==> src/rtl/core/msrt_pkg.sv <==
// ----------------------------------------------------------------------------
// msrt_pkg: shared types and constants of the merge sorter
// Word layouts of the input and result channels and the default capacity.
// ----------------------------------------------------------------------------
package msrt_pkg;

    // Width of one data value.
    localparam int DATA_W = 32;

    // Default number of values kept per data set.
    localparam int MAX_ITEMS_DEF = 64;

    // Input word: one value of the set and the end-of-set mark.
    typedef struct packed {
        logic signed [DATA_W-1:0] value;
        logic                     last;
    } in_word_t;

    // Result word: one sorted value with its end mark and overflow flag.
    typedef struct packed {
        logic signed [DATA_W-1:0] sorted_value;
        logic                     last_out;
        logic                     overflow;
    } out_word_t;

endpackage

==> src/rtl/core/msrt_bank.sv <==
// ----------------------------------------------------------------------------
// msrt_bank: value storage bank of the merge sorter
// One write port and two registered read ports over a small array.
// ----------------------------------------------------------------------------
module msrt_bank #(
    parameter int ADDR_W = $clog2(msrt_pkg::MAX_ITEMS_DEF)
) (
    input  logic                              aclk,
    input  logic                              wr_en,
    input  logic [ADDR_W-1:0]                 wr_addr,
    input  logic signed [msrt_pkg::DATA_W-1:0] wr_data,
    input  logic [ADDR_W-1:0]                 rd_addr_a,
    input  logic [ADDR_W-1:0]                 rd_addr_b,
    output logic signed [msrt_pkg::DATA_W-1:0] rd_data_a,
    output logic signed [msrt_pkg::DATA_W-1:0] rd_data_b
);
    import msrt_pkg::*;

    localparam int DEPTH = 2 ** ADDR_W;

    logic signed [DATA_W-1:0] mem [DEPTH];

    // Write port.
    always_ff @(posedge aclk) begin
        if (wr_en) begin
            mem[wr_addr] <= wr_data;
        end
    end

    // Two read ports with registered data.
    always_ff @(posedge aclk) begin
        rd_data_a <= mem[rd_addr_a];
        rd_data_b <= mem[rd_addr_b];
    end

endmodule

==> config.mk <==
export PLATFORM = sky130hd
export DESIGN_NAME = msrt_bank
export DESIGN_NICKNAME = d
export VERILOG_FILES = /design/src/rtl/core/msrt_pkg.sv /design/src/rtl/core/msrt_bank.sv
export SDC_FILE = /design/constraint.sdc
export NUM_CORES = 2
export LEC_CHECK = 0
export ABC_CLOCK_PERIOD_IN_PS = 4800
export CAP_MARGIN = 15
export CORE_UTILIZATION = 50
export DETAILED_ROUTE_END_ITERATION = 8
export DONT_BUFFER_PORTS = 1
export SYNTH_ARGS = -nofsm -noshare
export SYNTH_HDL_FRONTEND = slang
export SYNTH_SLANG_ARGS = --single-unit
==> constraint.sdc <==
create_clock -name aclk -period 4.8 [get_ports aclk]
set_clock_uncertainty 0.1 [all_clocks]
set_input_delay 0.48 -clock aclk [delete_from_list [all_inputs] [get_ports aclk]]
set_output_delay 0.48 -clock aclk [all_outputs]
set_load 0.05 [all_outputs]
**After elaboration in Yosys (flattened, before gate mapping)**

Memories as Yosys holds them, arrays and structs flattened. A register that Yosys moved wholly into a read port is not among the register bits.
Cells that the tools add are included.

- Memories kept: 1
- Memory bits (writable): 2048
- Input port bits: 52
- Bits in registers: 0
- Word-level logic and storage cells: 3
- Output and inout bits: 64

- Muxes and demuxes: 2

Memories:

| name | depth | width | rd ports | clocked after Yosys merged registers in | write ports | RTL line | text |
|---|---|---|---|---|---|---|---|
| mem | 64 | 32 | 2 | 2 | 1 | msrt_bank.sv:21 | `logic signed [DATA_W-1:0] mem [DEPTH];` |

Operators with widths:

| operator | number |
|---|---|
| $mux 1 | 2 |

**Depth between registers and ports, before layout**

- Depth after elaboration: 2
- Mapped depth: 10
- Gate-level depth less buffers: 5

**Worst setup path before layout**

OpenSTA, ideal clock, no wires.

- Kind: input to register
- Start point: input wr_addr[3]
- End point: memory mem[48][0] (enable)
- Stages on the path: 4
- Setup time: 0.461 ns
- Buffers on the path: 1
- Setup slack: 1.029 ns
- Data required time: 4.239 ns
- Data arrival time: 3.210 ns
- Cell sequence: clkbuf_1 -> nor2b_1 -> nand4b_1 -> nor3_1

RTL lines:

| what | RTL line | text |
|---|---|---|
| start: declaration | msrt_bank.sv:10 | `input logic [ADDR_W-1:0] wr_addr,` |
| end: declaration | msrt_bank.sv:21 |  |

Straight into the memory's write port.

==> out/metrics.yaml <==
grt_use_total_pct: 30.49
max_cap_violations: 0
power.switching_fraction_pct: 22.08
h-tree-depth: 4
max_stage_delay_ps: 710
netlist_area_um2: 95660
synth_sequential_area_ratio_pct: 65.63
grt_antenna_before_repair: 12
clock_latency_ps: 870
maxClockFrequency_mhz: 331.6
drt-wirelength-per-cell_um: 40.60
hold_violations: 0
core-area_um2: 190200
power_density_nw_per_um2: 378.9
most_used_standard_cells_in_the_synthesized_netlist: "2048 x sky130_fd_sc_hd__edfxtp_1, 1124 x sky130_fd_sc_hd__mux4_2, 204 x sky130_fd_sc_hd__mux2i_1, 135 x sky130_fd_sc_hd__clkbuf_1, 121 x sky130_fd_sc_hd__buf_2"
drt_pass1_iterations: 5
clock_tree_from_tritoncts: "yes"
cts.hold.buffers_added: 81
hpwlAfterDp_um: 159100
wirelength_um: 291300
ant_nets: 0
cts.repair.resized: 0
post_synth_main_area_contributors: "sky130_fd_sc_hd__edfxtp_1 64%, sky130_fd_sc_hd__mux4_2 26%, sky130_fd_sc_hd__mux2i_1 2.1%"
place.port_buffers: 0
nFillCells: 14075
worstPathBufferInverterCount: 1
critPathRequiredTime_ps: 5440
path_delay_family: "multiplexers"
ys_types: 38
io-pin-count: 116
cts.path.max_buffers: 3
drc: 0
synth.ff_latch_count: 2112
async_flop_share_pct: 0
seq_power_share_pct: 51.3
postLayoutCoreUtil_pct: 56.38
via_per_inst: 7.070
worstSetupStartpointType: "flop"
grt_first_pass_wirelength_um: 405300
area.sequential_um2: 62780
worstSetupPathType: "flop to flop"
share_of_the_clock_period_used_by_the_worst_path_pct: 62.82
hold_path_class: "input port to flop"
worst_path_most_repeated_cell: "sky130_fd_sc_hd__mux4_2"
comb_power_share_pct: 6.5
synthMostInstantiatedCell: "sky130_fd_sc_hd__edfxtp_1"
violations: "max-slew violations"
syn_inst: 4412
critical_path_peak_fanout: 2
placed_cells_incl_taps: 6675
largest_vdd_supply_drop_mv: 0.3473
finalSetupViolations: 0
worst_setup_path_end_kind: "flop"
synth_largest_area_cell: "sky130_fd_sc_hd__edfxtp_1"
layout.nets: 4522
synth_top_cell_area_share_pct: 64.29
drt_iter0_markers: 6871
synth.yosys.warnings: 0
run_status: "finished, violations left"
fin_cells: 7176
weighted_congestion_reported_at_the_end_of_routability_driven_placement: 0.8112
fin_setup_tns_ps: 0
worstPathArrival_ps: 3660
synth-edff-count: 2048
final-max-slew-violation-count: 564
switching_power_mw: 8.968
cell_internal_pwr_mw: 31.66
cts-buffers-inserted: 220
syn_nets: 4464
grt_pass1_vias: 50882
die-width_um: 439.4
worst-slew-pin-transition_ps: 1841
multiInputGateArea_um2: 31650
hold_slack_ps: 68.81
leakagePower_nw: 33.31
maximum_number_of_pins_on_one_net_before_global_route_repair: 506
path_clk_slew_ps: 60
grt_overflow_total: 0
cts_post_setup_buffers_inserted: 0
floorplan.initialDensity_pct: 50.30
dominantRegCellSynth: "sky130_fd_sc_hd__edfxtp_1"
cts_root_buffer: "sky130_fd_sc_hd__clkbuf_16"
area_grow_syn2layout_pct: 12.08
grt_setup_unrepaired: "no"
fp-row-count: 160
clockPowerShare_pct: 42.2
timing.critical_path.cells: "mux4_2, mux4_2, o22ai_1, a21oi_1, dlygate4sd3_1"
routed-via-count: 50732
slowest_stage: "sky130_fd_sc_hd__o22ai_1"
die_height_um: 439.4
min_period_ps: 3015
max_slew_margin_pct: -22.71
synth_area_per_cell_um2: 21.68
final_layout_size_suffix_gt1_share_pct: 36.31
die_area_um2: 193100
cts_sinks: 2112
[worst min-delay path, cell delays in order]
cell and delay, ps:
sky130_fd_sc_hd__nor2b_4 220, sky130_fd_sc_hd__a22oi_1 120, sky130_fd_sc_hd__nand2_1 70, sky130_fd_sc_hd__a21oi_1 60
[kinds of logic (layout without fill, tap and decap cells)]
group,after synthesis,after routing,synth area share (%)
AOI/OAI and AO/OA,340,340,2.392
DFF,2112,2112,65.63
buffers and inverters,348,599,1.826
and+or+nand+nor,248,248,1.133
other,0,2,0
muxes,1364,1364,29.02
[worst paths after layout]
path	startpoint	to	slack, ps	cells after the start
setup / recovery	mem[23][29]	rd_data_b[29]	1780	5
setup reg to reg	mem[23][29]	rd_data_b[29]	1780	5
hold reg to reg	mem[39][27]	rd_data_a[27]	790	4
hold / removal	rd_addr_b[5]	rd_data_b[16]	70	4
[metal layers]
metal	part of all wire (%)	global-route usage, %	vias up
met4	3.6	10.38	6
met1	40	44.78	27831
met3	10	6.676	433
met2	46	45.58	2826
met5	0.012	0	-
li1	-	-	19636
[per-stage QoR]
stage / instance area, um^2 / setup WS (ps) / power, mW
4_1_cts: 107200 / 1887 / 40.71
3_5_place_dp: 98520 / 1523 / 23.31
2_1_floorplan: 95660 / 1029 / 23.10
5_1_grt: 107200 / 1705 / 41.51
6_report: 107200 / 1785 / 40.62
3_3_place_gp: 98510 / 1569 / 23.31
[cell type report]
type                       instances  share of cell area, %
inverter                           1               0.003501
timing repair buffer             183                  2.253
tap                             2511                  2.930
multi-input combinational       1952                  29.52
antenna                            2               0.004668
clock buffer                     297                  5.652
clock inverter                   118                  1.083
sequential                      2112                  58.56
[placed cells by master, fill, tap and decap left out, drive strengths merged, types with 4 or more instances in the layout]
master	n
a21oi	58
clkinvlp	4
nor2	94
buf	136
bufinv	19
a221oi	13
nor2b	19
dlygate4sd3	46
nand3	9
o32a	9
dfxtp	64
mux4	1124
o211ai	27
edfxtp	2048
o21ai	49
a211oi	15
a32oi	9
clkbuf	298
nand3b	6
and2	6
o22ai	56
o221ai	16
mux2	36
inv	8
mux2i	204
nand2	93
a22oi	85
nand2b	8
clkinv	88
[power by group through the flow]
stage               combinational (mW)  clock, mW  sequential [mW]
detailed placement                2.06          0             21.2
global placement                  2.06          0             21.2
floorplan                         1.95          0             21.1
finish                            2.64       17.1             20.9
CTS                               2.53       17.3             20.9
global route                      2.69       18.0             20.9
[registers in the layout, summed over array words and instances, names as in the netlist]
signal     flops
rd_data_b     32
rd_data_a     32
mem         2048
Power figures use the tool's default switching activity.
